$ cat src/rtl/core/kji_pkg.sv
`default_nettype none

package kji_pkg;

   // Fixed field widths of the request and response items.
   localparam int CMD_W      = 2;
   localparam int KEY_IDX_W  = 3;
   localparam int JOINT_W    = 4;
   localparam int TIME_W     = 24;
   localparam int POS_W      = 16;
   localparam int KCOUNT_W   = 4;

   // Interpolation fraction: alpha has 16 fraction bits and may reach 1.0.
   localparam int FRAC_W     = 16;
   localparam int ALPHA_W    = FRAC_W + 1;

   typedef enum logic [CMD_W-1:0] {
      CMD_KEY_TIME = 2'd0,
      CMD_KEY_POS  = 2'd1,
      CMD_QUERY    = 2'd2
   } kji_cmd_type;

   typedef struct packed {
      logic [CMD_W-1:0]        cmd;
      logic [KEY_IDX_W-1:0]    key_index;
      logic [JOINT_W-1:0]      joint_index;
      logic [TIME_W-1:0]       key_time;
      logic signed [POS_W-1:0] key_position;
      logic [TIME_W-1:0]       query_time;
   } kji_req_type;

   typedef struct packed {
      logic [JOINT_W-1:0]      out_joint;
      logic signed [POS_W-1:0] target_position;
      logic                    last;
      logic                    ready_res;
   } kji_rsp_type;

endpackage

`default_nettype wire

$ cat src/rtl/core/kji_req_if.sv
`default_nettype none

interface kji_req_if;
   import kji_pkg::*;

   logic        valid;
   logic        ready;
   kji_req_type payload;

   modport source (output valid, output payload, input ready);
   modport sink (input valid, input payload, output ready);
endinterface

`default_nettype wire

$ cat src/rtl/core/kji_rsp_if.sv
`default_nettype none

interface kji_rsp_if;
   import kji_pkg::*;

   logic        valid;
   logic        ready;
   kji_rsp_type payload;

   modport source (output valid, output payload, input ready);
   modport sink (input valid, input payload, output ready);
endinterface

`default_nettype wire

$ cat src/rtl/core/keyframe_joint_interpolator.sv
`default_nettype none

// Keyframe joint interpolator. A load request writes one keyframe time
// (unsigned Q8.16 seconds) or one joint position (signed Q4.12 radians).
// A query request returns NUM_JOINTS responses, one per joint in joint
// order, holding the target linearly interpolated between the two keyframes
// around the query time; times outside the keyframes clamp to the first or
// last key. The last flag marks the final joint and ready_res tells that the
// query time reached the last key in use. A response that is not taken holds
// the sequence until it is. The keyframe scan and the two position reads per
// joint go through single-port-read RAMs, and the blend weight comes from a
// restoring divider that settles one quotient bit per cycle. The block takes
// no new request while a query is in progress; a finished response waits in an
// output register so that the next joint can be fetched meanwhile. The key
// count register is written from csr_write_data when csr_write_enable is high.
// Key times must be written before a query reads them; the tables have no
// reset value.
module keyframe_joint_interpolator #(
   parameter int MAX_KEYS   = 8,
   parameter int NUM_JOINTS = 12
) (
   input  wire logic                          clock,
   input  wire logic                          reset,
   kji_req_if.sink                            req_bus,
   kji_rsp_if.source                          rsp_bus,
   input  wire logic                          csr_write_enable,
   input  wire logic [kji_pkg::KCOUNT_W-1:0]  csr_write_data
);

   import kji_pkg::*;

   localparam int KW       = $clog2(MAX_KEYS);
   localparam int POS_DEPTH = MAX_KEYS * NUM_JOINTS;
   localparam int PAW      = $clog2(POS_DEPTH);
   localparam int JW       = (NUM_JOINTS > 1) ? $clog2(NUM_JOINTS) : 1;
   localparam int REM_W    = TIME_W + 1;
   localparam int DIFF_W   = POS_W + 1;
   localparam int PROD_W   = ALPHA_W + 1 + DIFF_W;
   localparam int SUM_W    = PROD_W - FRAC_W;
   localparam int DCNT_W   = $clog2(ALPHA_W);

   // The sequencer walks through these states for a query; ST_DIV is used only when the query lies between two keys.
   typedef enum logic [7:0] {
      ST_IDLE = 8'b0000_0001,
      ST_LAST = 8'b0000_0010,
      ST_SCAN = 8'b0000_0100,
      ST_DIV  = 8'b0000_1000,
      ST_RDQ0 = 8'b0001_0000,
      ST_RDQ1 = 8'b0010_0000,
      ST_MUL  = 8'b0100_0000,
      ST_EMIT = 8'b1000_0000
   } state_type;

   state_type               state_ff, state_in;
   logic [KCOUNT_W-1:0]     key_count_ff;
   logic [TIME_W-1:0]       query_t_ff, query_t_in;
   logic [TIME_W-1:0]       last_t_ff, last_t_in;
   logic [TIME_W-1:0]       prev_t_ff, prev_t_in;
   logic                    ready_flag_ff, ready_flag_in;
   logic [KW-1:0]           idx_ff, idx_in;
   logic [KW-1:0]           lo_ff, lo_in;
   logic [KW-1:0]           hi_ff, hi_in;
   logic [ALPHA_W-1:0]      alpha_ff, alpha_in;
   logic [REM_W-1:0]        rem_ff, rem_in;
   logic [TIME_W-1:0]       den_ff, den_in;
   logic [DCNT_W-1:0]       dcnt_ff, dcnt_in;
   logic [JW-1:0]           joint_ff, joint_in;
   logic signed [POS_W-1:0] q0_ff, q0_in;
   logic signed [PROD_W-1:0] prod_ff, prod_in;
   logic                    rsp_valid_ff, rsp_valid_in;
   kji_rsp_type             rsp_data_ff, rsp_data_in;

   logic                    req_accept;
   logic [KW-1:0]           last_idx;
   logic [KW-1:0]           time_rd_addr;
   logic [TIME_W-1:0]       time_rd_data;
   logic                    time_wr_en;
   logic [PAW-1:0]          pos_rd_addr;
   logic [POS_W-1:0]        pos_rd_data;
   logic                    pos_wr_en;
   logic [PAW-1:0]          pos_wr_addr;
   logic                    rsp_free;

   assign req_accept  = req_bus.valid && req_bus.ready;
   assign req_bus.ready = (state_ff == ST_IDLE);
   assign rsp_free    = !rsp_valid_ff || rsp_bus.ready;

   // Index of the last key in use: a count of zero acts as one key, and a
   // count above the table depth saturates.
   always_comb begin
      if (key_count_ff == '0) begin
         last_idx = '0;
      end else if (32'(key_count_ff) > MAX_KEYS) begin
         last_idx = KW'(MAX_KEYS - 1);
      end else begin
         last_idx = KW'(key_count_ff - 1'b1);
      end
   end

   // Load requests write the tables directly; indexes past the table are
   // dropped.
   assign time_wr_en = req_accept && (req_bus.payload.cmd == CMD_KEY_TIME)
                       && (32'(req_bus.payload.key_index) < MAX_KEYS);
   assign pos_wr_en  = req_accept && (req_bus.payload.cmd == CMD_KEY_POS)
                       && (32'(req_bus.payload.key_index) < MAX_KEYS)
                       && (32'(req_bus.payload.joint_index) < NUM_JOINTS);
   assign pos_wr_addr = PAW'(32'(req_bus.payload.key_index) * NUM_JOINTS
                             + 32'(req_bus.payload.joint_index));

   kji_ram #(
      .WIDTH (TIME_W),
      .DEPTH (MAX_KEYS)
   ) u_time_ram (
      .clock   (clock),
      .wr_en   (time_wr_en),
      .wr_addr (KW'(req_bus.payload.key_index)),
      .wr_data (req_bus.payload.key_time),
      .rd_addr (time_rd_addr),
      .rd_data (time_rd_data)
   );

   kji_ram #(
      .WIDTH (POS_W),
      .DEPTH (POS_DEPTH)
   ) u_pos_ram (
      .clock   (clock),
      .wr_en   (pos_wr_en),
      .wr_addr (pos_wr_addr),
      .wr_data (req_bus.payload.key_position),
      .rd_addr (pos_rd_addr),
      .rd_data (pos_rd_data)
   );

   // Sequencer. The RAMs return data in the cycle after the address, so each
   // state issues the address whose data the following state consumes.
   always_comb begin
      logic [REM_W-1:0]         rem_sub;
      logic                     qbit;
      logic signed [DIFF_W-1:0] diff;
      logic signed [ALPHA_W:0]  alpha_s;
      logic signed [SUM_W-1:0]  pos_sum;
      logic [KW-1:0]            pos_key;

      state_in      = state_ff;
      query_t_in    = query_t_ff;
      last_t_in     = last_t_ff;
      prev_t_in     = prev_t_ff;
      ready_flag_in = ready_flag_ff;
      idx_in        = idx_ff;
      lo_in         = lo_ff;
      hi_in         = hi_ff;
      alpha_in      = alpha_ff;
      rem_in        = rem_ff;
      den_in        = den_ff;
      dcnt_in       = dcnt_ff;
      joint_in      = joint_ff;
      q0_in         = q0_ff;
      prod_in       = prod_ff;
      rsp_data_in   = rsp_data_ff;
      rsp_valid_in  = rsp_valid_ff && !rsp_bus.ready;
      time_rd_addr  = idx_ff;
      pos_key       = lo_ff;

      rem_sub = rem_ff - REM_W'(den_ff);
      qbit    = (rem_ff >= REM_W'(den_ff));
      diff    = DIFF_W'($signed(pos_rd_data)) - DIFF_W'(q0_ff);
      alpha_s = $signed({1'b0, alpha_ff});
      pos_sum = SUM_W'(q0_ff) + $signed(prod_ff[PROD_W-1:FRAC_W]);

      case (state_ff)
         ST_IDLE: begin
            time_rd_addr = last_idx;
            if (req_accept && (req_bus.payload.cmd == CMD_QUERY)) begin
               query_t_in = req_bus.payload.query_time;
               state_in   = ST_LAST;
            end
         end
         ST_LAST: begin
            last_t_in     = time_rd_data;
            ready_flag_in = (query_t_ff >= time_rd_data);
            idx_in        = '0;
            time_rd_addr  = '0;
            state_in      = ST_SCAN;
         end
         ST_SCAN: begin
            joint_in = '0;
            alpha_in = '0;
            if (idx_ff == '0) begin
               if (query_t_ff <= time_rd_data) begin
                  lo_in    = '0;
                  hi_in    = '0;
                  state_in = ST_RDQ0;
               end else if (query_t_ff >= last_t_ff) begin
                  lo_in    = last_idx;
                  hi_in    = last_idx;
                  state_in = ST_RDQ0;
               end else begin
                  prev_t_in    = time_rd_data;
                  idx_in       = idx_ff + 1'b1;
                  time_rd_addr = idx_ff + 1'b1;
               end
            end else if (query_t_ff <= time_rd_data) begin
               lo_in = idx_ff - 1'b1;
               hi_in = idx_ff;
               if ((time_rd_data > prev_t_ff) && (query_t_ff >= prev_t_ff)) begin
                  rem_in   = REM_W'(query_t_ff - prev_t_ff);
                  den_in   = time_rd_data - prev_t_ff;
                  dcnt_in  = '0;
                  state_in = ST_DIV;
               end else begin
                  state_in = ST_RDQ0;
               end
            end else begin
               prev_t_in    = time_rd_data;
               idx_in       = idx_ff + 1'b1;
               time_rd_addr = idx_ff + 1'b1;
            end
         end
         ST_DIV: begin
            // One quotient bit per cycle, most significant first.
            alpha_in = {alpha_ff[ALPHA_W-2:0], qbit};
            if (qbit) begin
               rem_in = {rem_sub[REM_W-2:0], 1'b0};
            end else begin
               rem_in = {rem_ff[REM_W-2:0], 1'b0};
            end
            dcnt_in = dcnt_ff + 1'b1;
            if (dcnt_ff == DCNT_W'(ALPHA_W - 1)) begin
               state_in = ST_RDQ0;
            end
         end
         ST_RDQ0: begin
            pos_key  = lo_ff;
            state_in = ST_RDQ1;
         end
         ST_RDQ1: begin
            q0_in    = $signed(pos_rd_data);
            pos_key  = hi_ff;
            state_in = ST_MUL;
         end
         ST_MUL: begin
            prod_in  = alpha_s * diff;
            state_in = ST_EMIT;
         end
         ST_EMIT: begin
            if (rsp_free) begin
               rsp_valid_in                = 1'b1;
               rsp_data_in.out_joint       = JOINT_W'(joint_ff);
               rsp_data_in.target_position = pos_sum[POS_W-1:0];
               rsp_data_in.last            = (32'(joint_ff) == NUM_JOINTS - 1);
               rsp_data_in.ready_res       = ready_flag_ff;
               if (32'(joint_ff) == NUM_JOINTS - 1) begin
                  state_in = ST_IDLE;
               end else begin
                  joint_in = joint_ff + 1'b1;
                  state_in = ST_RDQ0;
               end
            end
         end
         default: begin
            state_in = ST_IDLE;
         end
      endcase

      pos_rd_addr = PAW'(32'(pos_key) * NUM_JOINTS + 32'(joint_ff));
   end

   always_ff @(posedge clock) begin
      if (reset) begin
         state_ff     <= ST_IDLE;
         key_count_ff <= KCOUNT_W'(1);
         rsp_valid_ff <= 1'b0;
      end else begin
         state_ff     <= state_in;
         rsp_valid_ff <= rsp_valid_in;
         if (csr_write_enable) begin
            key_count_ff <= csr_write_data;
         end
      end
   end

   always_ff @(posedge clock) begin
      query_t_ff    <= query_t_in;
      last_t_ff     <= last_t_in;
      prev_t_ff     <= prev_t_in;
      ready_flag_ff <= ready_flag_in;
      idx_ff        <= idx_in;
      lo_ff         <= lo_in;
      hi_ff         <= hi_in;
      alpha_ff      <= alpha_in;
      rem_ff        <= rem_in;
      den_ff        <= den_in;
      dcnt_ff       <= dcnt_in;
      joint_ff      <= joint_in;
      q0_ff         <= q0_in;
      prod_ff       <= prod_in;
      rsp_data_ff   <= rsp_data_in;
   end

   assign rsp_bus.valid   = rsp_valid_ff;
   assign rsp_bus.payload = rsp_data_ff;

`ifndef SYNTHESIS
   // The partial remainder stays below twice the divisor.
   assert property (@(posedge clock) disable iff (reset)
      (state_ff == ST_DIV) |-> (rem_ff < {den_ff, 1'b0}))
      else $error("divider remainder out of range");

   // The blend weight never exceeds one.
   assert property (@(posedge clock) disable iff (reset)
      (state_ff == ST_RDQ0 && alpha_ff[ALPHA_W-1]) |-> (alpha_ff[ALPHA_W-2:0] == '0))
      else $error("blend weight above one");

   // The two keys blended are the same key or neighbors.
   assert property (@(posedge clock) disable iff (reset)
      (state_ff == ST_RDQ0) |-> ((hi_ff == lo_ff) || (hi_ff == lo_ff + 1'b1)))
      else $error("blended keys are not adjacent");

   // An accepted query starts the sequence at once.
   assert property (@(posedge clock) disable iff (reset)
      (req_accept && req_bus.payload.cmd == CMD_QUERY) |=> (state_ff == ST_LAST))
      else $error("query did not start");
`endif

endmodule

`default_nettype wire

$ cat src/rtl/core/kji_ram.sv
`default_nettype none

// Simple dual-port RAM: one write port, one read port with registered data.
module kji_ram #(
   parameter int WIDTH = 16,
   parameter int DEPTH = 96
) (
   input  wire logic                     clock,
   input  wire logic                     wr_en,
   input  wire logic [$clog2(DEPTH)-1:0] wr_addr,
   input  wire logic [WIDTH-1:0]         wr_data,
   input  wire logic [$clog2(DEPTH)-1:0] rd_addr,
   output      logic [WIDTH-1:0]         rd_data
);

   logic [WIDTH-1:0] mem_ff [DEPTH];
   logic [WIDTH-1:0] rd_data_ff;

   always_ff @(posedge clock) begin
      if (wr_en) begin
         mem_ff[wr_addr] <= wr_data;
      end
      rd_data_ff <= mem_ff[rd_addr];
   end

   assign rd_data = rd_data_ff;

endmodule

`default_nettype wire
$ cat src/flat_wrapper.sv
// flat-port wrapper written by rule: the top's interface ports become plain ports
module keyframe_joint_interpolator_flat import kji_pkg::*;
#(
   parameter int MAX_KEYS   = 8,
   parameter int NUM_JOINTS = 12
)
  (clock, reset, csr_write_enable, csr_write_data, req_bus_valid, req_bus_payload, req_bus_ready, rsp_bus_valid, rsp_bus_payload, rsp_bus_ready);
  kji_req_if req_bus_i ();
  kji_rsp_if rsp_bus_i ();
  input  wire logic clock;
  input  wire logic reset;
  input  wire logic csr_write_enable;
  input  wire logic [kji_pkg::KCOUNT_W-1:0] csr_write_data;
  input wire logic [$bits(req_bus_i.valid)-1:0] req_bus_valid;
  input wire logic [$bits(req_bus_i.payload)-1:0] req_bus_payload;
  output wire logic [$bits(req_bus_i.ready)-1:0] req_bus_ready;
  output wire logic [$bits(rsp_bus_i.valid)-1:0] rsp_bus_valid;
  output wire logic [$bits(rsp_bus_i.payload)-1:0] rsp_bus_payload;
  input wire logic [$bits(rsp_bus_i.ready)-1:0] rsp_bus_ready;
  assign req_bus_i.valid = req_bus_valid;
  assign req_bus_i.payload = req_bus_payload;
  assign req_bus_ready = req_bus_i.ready;
  assign rsp_bus_valid = rsp_bus_i.valid;
  assign rsp_bus_payload = rsp_bus_i.payload;
  assign rsp_bus_i.ready = rsp_bus_ready;
  keyframe_joint_interpolator #(.MAX_KEYS(MAX_KEYS), .NUM_JOINTS(NUM_JOINTS)) u_core (.clock(clock), .reset(reset), .req_bus(req_bus_i), .rsp_bus(rsp_bus_i), .csr_write_enable(csr_write_enable), .csr_write_data(csr_write_data));
endmodule
$ cat config.mk
export PLATFORM = sky130hd
export DESIGN_NAME = keyframe_joint_interpolator_flat
export DESIGN_NICKNAME = d
export VERILOG_FILES = /design/src/rtl/core/kji_pkg.sv /design/src/rtl/core/kji_req_if.sv /design/src/rtl/core/kji_rsp_if.sv /design/src/rtl/core/keyframe_joint_interpolator.sv /design/src/rtl/core/kji_ram.sv /design/src/flat_wrapper.sv
export SDC_FILE = /design/constraint.sdc
export NUM_CORES = 2
export LEC_CHECK = 0
export BUFFER_PORTS_ARGS = -buffer_cell sky130_fd_sc_hd__buf_2
export CAP_MARGIN = 20
export CORE_ASPECT_RATIO = 1.1
export CORE_MARGIN = 1.5
export CORE_UTILIZATION = 30
export DETAILED_ROUTE_END_ITERATION = 12
export PLACE_DENSITY = 0.48
export SYNTH_ARGS = -nofsm -noshare
export SYNTH_HDL_FRONTEND = slang
export SYNTH_SLANG_ARGS = --single-unit
$ cat constraint.sdc
create_clock -name clock -period 14 [get_ports clock]
set_input_delay 3.5 -clock clock [delete_from_list [all_inputs] [get_ports clock]]
set_output_delay 3.5 -clock clock [all_outputs]
set_load 0.01 [all_outputs]
== Word-level counts from Yosys, hierarchy flattened ==
Memories as Yosys holds them, arrays and structs flattened. A register that Yosys moved wholly into a read port is not among the register bits.
Index checks and enable logic that the tools add are counted.
Word-level totals
  RAM bits: 1728
  flip-flop bits (word level): 240
  memories: 2
Operators by class
  add/sub/neg operators: 12
  eq/ne operators: 22
  bitwise logic cells: 2
  reduce and logical (&&, ||, !) cells: 26
  $mul: 3
  order comparisons: 8
  muxes and demuxes: 48
Memories
  u_core.u_pos_ram.mem_ff: words 96, width 16, read ports 1, clocked after memory_dff 1, wr ports 1, line kji_ram.sv:16  | logic [WIDTH-1:0] mem_ff [DEPTH];
  u_core.u_time_ram.mem_ff: words 8, width 24, read ports 1, clocked after memory_dff 1, wr ports 1, line kji_ram.sv:16
Operators with widths (count)
  $mux 25: 4
  $mux 24: 4
  $ge 24x24->1: 3
  $pmux 8 s8: 1
  $mux 8: 7
  $pmux 25 s2: 1
  $sub 24x24->24: 2
  $mux 3: 13
  $pmux 17 s2: 1
  $mul 18x17->32: 1
  $ge 25x24->1: 1
  $mux 5: 5
  $sub 24x24->25: 1
  $gt 24x24->1: 1
  $le 24x24->1: 1
  $sub 16x16->17: 1
  $add 16x16->16: 1
  $add 7x4->7: 2
  $mul 3x2->5 const B: 2
  $pmux 5 s2: 1
  $reduce_bool 2->1: 5
  $pmux 3 s3: 1
  $reduce_and 3->1: 3
  $eq 8x1->1 const B: 1
  other kinds (34): 58

== Depth between registers and ports, before layout ==
  depth after elaboration: 6
  gate-level depth with buffers: 33
  depth with buffers taken out: 33

== Modules after synthesis ==
A second synthesis with hierarchy kept.
Unflattened totals
  cell total of the unflattened synthesis: 5312
  area, all modules: 90499.3 µm²
By module, submodules not included
  kji_ram at u_core.u_pos_ram: area each 59250.6 µm², times used 1, cells each 2614, seq. area each 46444.5 µm²
  keyframe_joint_interpolator: area each 23451.2 µm², times used 1, cells each 2384, seq. area each 6596.3 µm²
  kji_ram at u_core.u_time_ram: area each 7797.5 µm², times used 1, cells each 314, seq. area each 6246.0 µm²

== Worst setup path after synthesis ==
OpenSTA, ideal clock, no wires.
  path type: register -> register
  start: register u_core.q0_ff[1]
  end: register u_core.prod_ff[31], data pin
  arrival time: 7.830 ns
  slack: 5.913 ns
  stages on the path, launching flop included: 33
  setup time: 0.258 ns
  period minus slack after synthesis: 8.087 ns
  cells stage by stage: edfxtp_1 -> inv_1 -> ha_1 -> nor2b_1 -> o31a_1 -> nor3_1 -> o31ai_1 -> o41a_1 -> a211oi_1 -> a21oi_1 -> xor2_1 -> clkbuf_1 -> nand2_1 -> fa_1 -> fa_1 -> inv_1 -> fa_1 -> fa_1 -> fa_1 -> inv_1 -> fa_1 -> inv_1 -> ha_1 -> inv_1 -> o21ai_0 -> a31oi_1 -> a2111oi_0 -> o21ai_1 -> a21oi_1 -> o211ai_1 -> a21oi_1 -> xnor3_1 -> xnor2_1
Between the ends
  word-level cells in the longest chain between the ends: 2
RTL lines
  start: declaration: line keyframe_joint_interpolator.sv:68  | logic signed [POS_W-1:0] q0_ff, q0_in;
  start signal: assignment: line keyframe_joint_interpolator.sv:295  | q0_ff <= q0_in;
  $sub 16x16->17: line keyframe_joint_interpolator.sv:166  | diff = DIFF_W'($signed(pos_rd_data)) - DIFF_W'(q0_ff);
  $mul 18x17->32: line keyframe_joint_interpolator.sv:242  | prod_in = alpha_s * diff;
  end signal: assignment: line keyframe_joint_interpolator.sv:296  | prod_ff <= prod_in;
  end: declaration: line keyframe_joint_interpolator.sv:69  | logic signed [PROD_W-1:0] prod_ff, prod_in;
Every way passes these cells.
A chain may end at the register's enable or synchronous reset.

== Worst setup path after layout ==
Same ends and word-level chain as after synthesis.

==> results.sh <==
export IMPL_outcome="finished, final reports clean"
export IMPL_grt_pass1_vias=48130
export IMPL_tritoncts="done"
export IMPL_synth_edff_count=1939
export IMPL_vias_per_cell=4.767
export IMPL_fmax_mhz=113.5
export IMPL_syn_to_final_growth_pct=14.13
export IMPL_clk_latency_ns=0.89
export IMPL_pwr_share_comb=0.191
export IMPL_finalClockSkew_ns=0.08368
export IMPL_yosys_top_cells_area="edfxtp_1, mux4_2, fa_1"
export IMPL_yosysTopAreaCellShare=0.6412
export IMPL_io_buffers=105
export IMPL_ctsHoldBuffers=0
export IMPL_tightest_slew_ns=1.164
export IMPL_tns_ns=0
export IMPL_finalPower_w=0.01522
export IMPL_final_util=0.3447
export IMPL_p_leak_nw=36.75
export IMPL_power_density_nw_per_um2=146.9
export IMPL_p_int_w=0.01114
export IMPL_worst_setup_path_end_kind="flip-flop"
export IMPL_p_switching_w=0.004088
export IMPL_htree_num_levels=4
export IMPL_final_common_cell="edfxtp_1"
export IMPL_cts_resized=0
export IMPL_yosys_warnings=0
export IMPL_track_usage=0.1491
export IMPL_synth_fp_nets=5750
export IMPL_drive_above_1_share=0.2031
export IMPL_fill_cells=28410
export IMPL_vias=45650
export IMPL_initial_core_util=0.3020
export IMPL_die_height_um=580.0
export IMPL_multi_input_comb_area_um2=28990
export IMPL_finalSetupViolations=0
export IMPL_p_clk_frac=0.359
export IMPL_nNetsFinal=6047
export IMPL_grt_pass1_wl_um=337200
export IMPL_worst_setup_path_type="flip-flop to flip-flop"
export IMPL_required_ns=14.59
export IMPL_critPathMaxStageDelay_ns=0.51
export IMPL_crit_arrival_ns=9.40
export IMPL_slowest_stage="fa_1"
export IMPL_core_um2=300700
export IMPL_synth_seq_cells=1992
export IMPL_fin_crit_ns=8.810
export IMPL_synthesis_instances=5160
export IMPL_hold_class="flip-flop to flip-flop"
export IMPL_cts_root_buffer="clkbuf_16"
export IMPL_yosysTopAreaCell="edfxtp_1"
export IMPL_wl_per_cell_um=23.99
export IMPL_path_common_cell="fa_1"
export IMPL_die_w_um=527.6
export IMPL_cap_violations=0
export IMPL_seq_area_frac_synth=0.6529
export IMPL_syn_avg_cell_area_um2=17.60
export IMPL_worst_setup_path_start_kind="flip-flop"
export IMPL_firstDrtPassIters=6
export IMPL_switching_share=0.2685
export IMPL_vdd_drop_max_v=0.0001190
export IMPL_post_cts_buffers=0
export IMPL_netlist_area_um2=90800
export IMPL_report_final_slew_viol_count=0
export IMPL_grt_setup_unrepaired="false"
export IMPL_slew_headroom=0.2240
export IMPL_layout_worst_path_cycle_share=0.6293
export IMPL_drt_initial_drc_count=3454
export IMPL_async_flop_share=0
export IMPL_design_die_area_um2=306000
export IMPL_numCtsBuffers=214
export IMPL_final_seq_area_um2=59290
export IMPL_synthDistinctLibCells=85
export IMPL_hpwl_um=144800
export IMPL_grt_ovfl_total=0
export IMPL_drt_total_wl_um=229700
export IMPL_drtAntennaViolNets=0
export IMPL_cts_sinks=1992
export IMPL_final_cell_mix="edfxtp_1, mux4_2, inv_1, ha_1, fa_1"
export IMPL_ys_flop_type="edfxtp_1"
export IMPL_final_hold_violation_count=0
export IMPL_place_congestion=0.7984
export IMPL_cts_buffer_depth=4
export IMPL_seqPwrFrac=0.449
export IMPL_grt_max_degree=125
export IMPL_ioPinCount=106
export IMPL_drc=0
export IMPL_antenna_found_initial=20
export IMPL_critPathMaxFanout=17
export IMPL_clk_pin_slew_worst_paths_ns=0.06
export IMPL_rows=211
per-layer routing:
metal  GRT usage  routed length (µm)
met3     0.01809                8589
met5           0                  31
met1      0.2017              101800
met2      0.2554              114800
met4     0.03288                4393
registers in the layout, indices dropped and copies added (netlist names), 17 cells and up:
| name | count |
|---|---|
| u_core.u_time_ram.rd_data | 24 |
| u_core.u_time_ram.mem_ff | 192 |
| u_core.alpha_ff | 17 |
| u_core.last_t_ff | 24 |
| u_core.rem_ff | 25 |
| u_core.u_pos_ram.mem_ff | 1536 |
| u_core.prev_t_ff | 24 |
| u_core.den_ff | 24 |
| u_core.rsp_bus.payload | 22 |
| u_core.query_t_ff | 24 |
power by group through the flow:
stage,logic [W],clock network (W),registers (W)
floorplan,0.00214,0,0.00691
global placement,0.00295,0,0.00696
detailed placement,0.00295,0,0.00696
CTS,0.00297,0.00563,0.00684
global route,0.00331,0.00584,0.00684
finish,0.00291,0.00547,0.00684
metrics by stage:
| stage | cells | instance area (µm²) | hold WS (ns) | worst slack (ns) |
|---|---|---|---|---|
| 6_report | 9575 | 103600 | 0.4220 | 5.190 |
| 5_1_grt | 9570 | 103600 | 0.4270 | 4.593 |
| 4_1_cts | 9565 | 103500 | 0.4212 | 5.111 |
| 3_5_place_dp | 9178 | 96850 | 0.4062 | 5.191 |
| 3_3_place_gp | 9177 | 96830 | 0.4029 | 5.173 |
| 2_1_floorplan | 5160 | 90800 | 0.4003 | 5.913 |
final cells by class:
class                   instances  share of cell area
flip-flops and latches       1992              0.5721
inverters                     467             0.01691
diodes                          7           0.0001690
repair buffers                277             0.01898
well taps                    3940             0.04757
clock buffers                 288             0.05564
clock inverters                99            0.008994
multi-input cells            2505              0.2797
worst max-delay path: cells and delay by family, from the launching register on:
family,cells,cell delay [ns]
buf+inv,7,0.79
xor+xnor,3,0.61
flops,1,0.44
fa+ha+maj,8,3.47
compound gates,12,2.73
simple gates,3,0.46
cells in the mapped netlist (7+ instances only):
| library cell | count |
|---|---|
| a211oi_1 | 10 |
| a21boi_0 | 7 |
| a21o_1 | 55 |
| a21oi_1 | 114 |
| a31oi_1 | 8 |
| and2_1 | 125 |
| and3_1 | 14 |
| buf_1 | 17 |
| buf_2 | 40 |
| clkbuf_1 | 123 |
| dfxtp_1 | 53 |
| edfxtp_1 | 1939 |
| fa_1 | 232 |
| ha_1 | 276 |
| inv_1 | 466 |
| mux2_2 | 27 |
| mux2i_1 | 192 |
| mux4_2 | 492 |
| nand2_1 | 222 |
| nand2b_1 | 14 |
| nand3_1 | 37 |
| nand4_1 | 13 |
| nor2_1 | 237 |
| nor2b_1 | 55 |
| nor3_1 | 28 |
| o21a_1 | 26 |
| o21ai_0 | 51 |
| o21ai_1 | 14 |
| o21bai_1 | 15 |
| o31ai_1 | 10 |
| or2_2 | 8 |
| or3_1 | 7 |
| xnor2_1 | 85 |
| xor2_1 | 26 |
cell families after synthesis:
logic type               after synthesis  share of synthesized area
multiplexers                         716                     0.1479
buffers and inverters                663                    0.02920
AND/OR/NAND/NOR                      802                    0.04298
AO/OA/AOI/OAI                        363                    0.02607
flip-flops                          1992                     0.6529
adder cells (fa/ha/maj)              508                    0.08918
XOR/XNOR                             116                    0.01180
final timing paths:
check	startpoint	to	slack, ns	depth (start not counted)
setup / recovery	u_core.q0_ff[1]	u_core.prod_ff[31]	5.19	33
hold / removal	u_core.ready_flag_ff	u_core.rsp_bus.payload[0]	0.42	0
hold reg to reg	u_core.ready_flag_ff	u_core.rsp_bus.payload[0]	0.42	0
setup reg to reg	u_core.q0_ff[1]	u_core.prod_ff[31]	5.19	33
No activity file was read; power rests on OpenSTA's default activity.
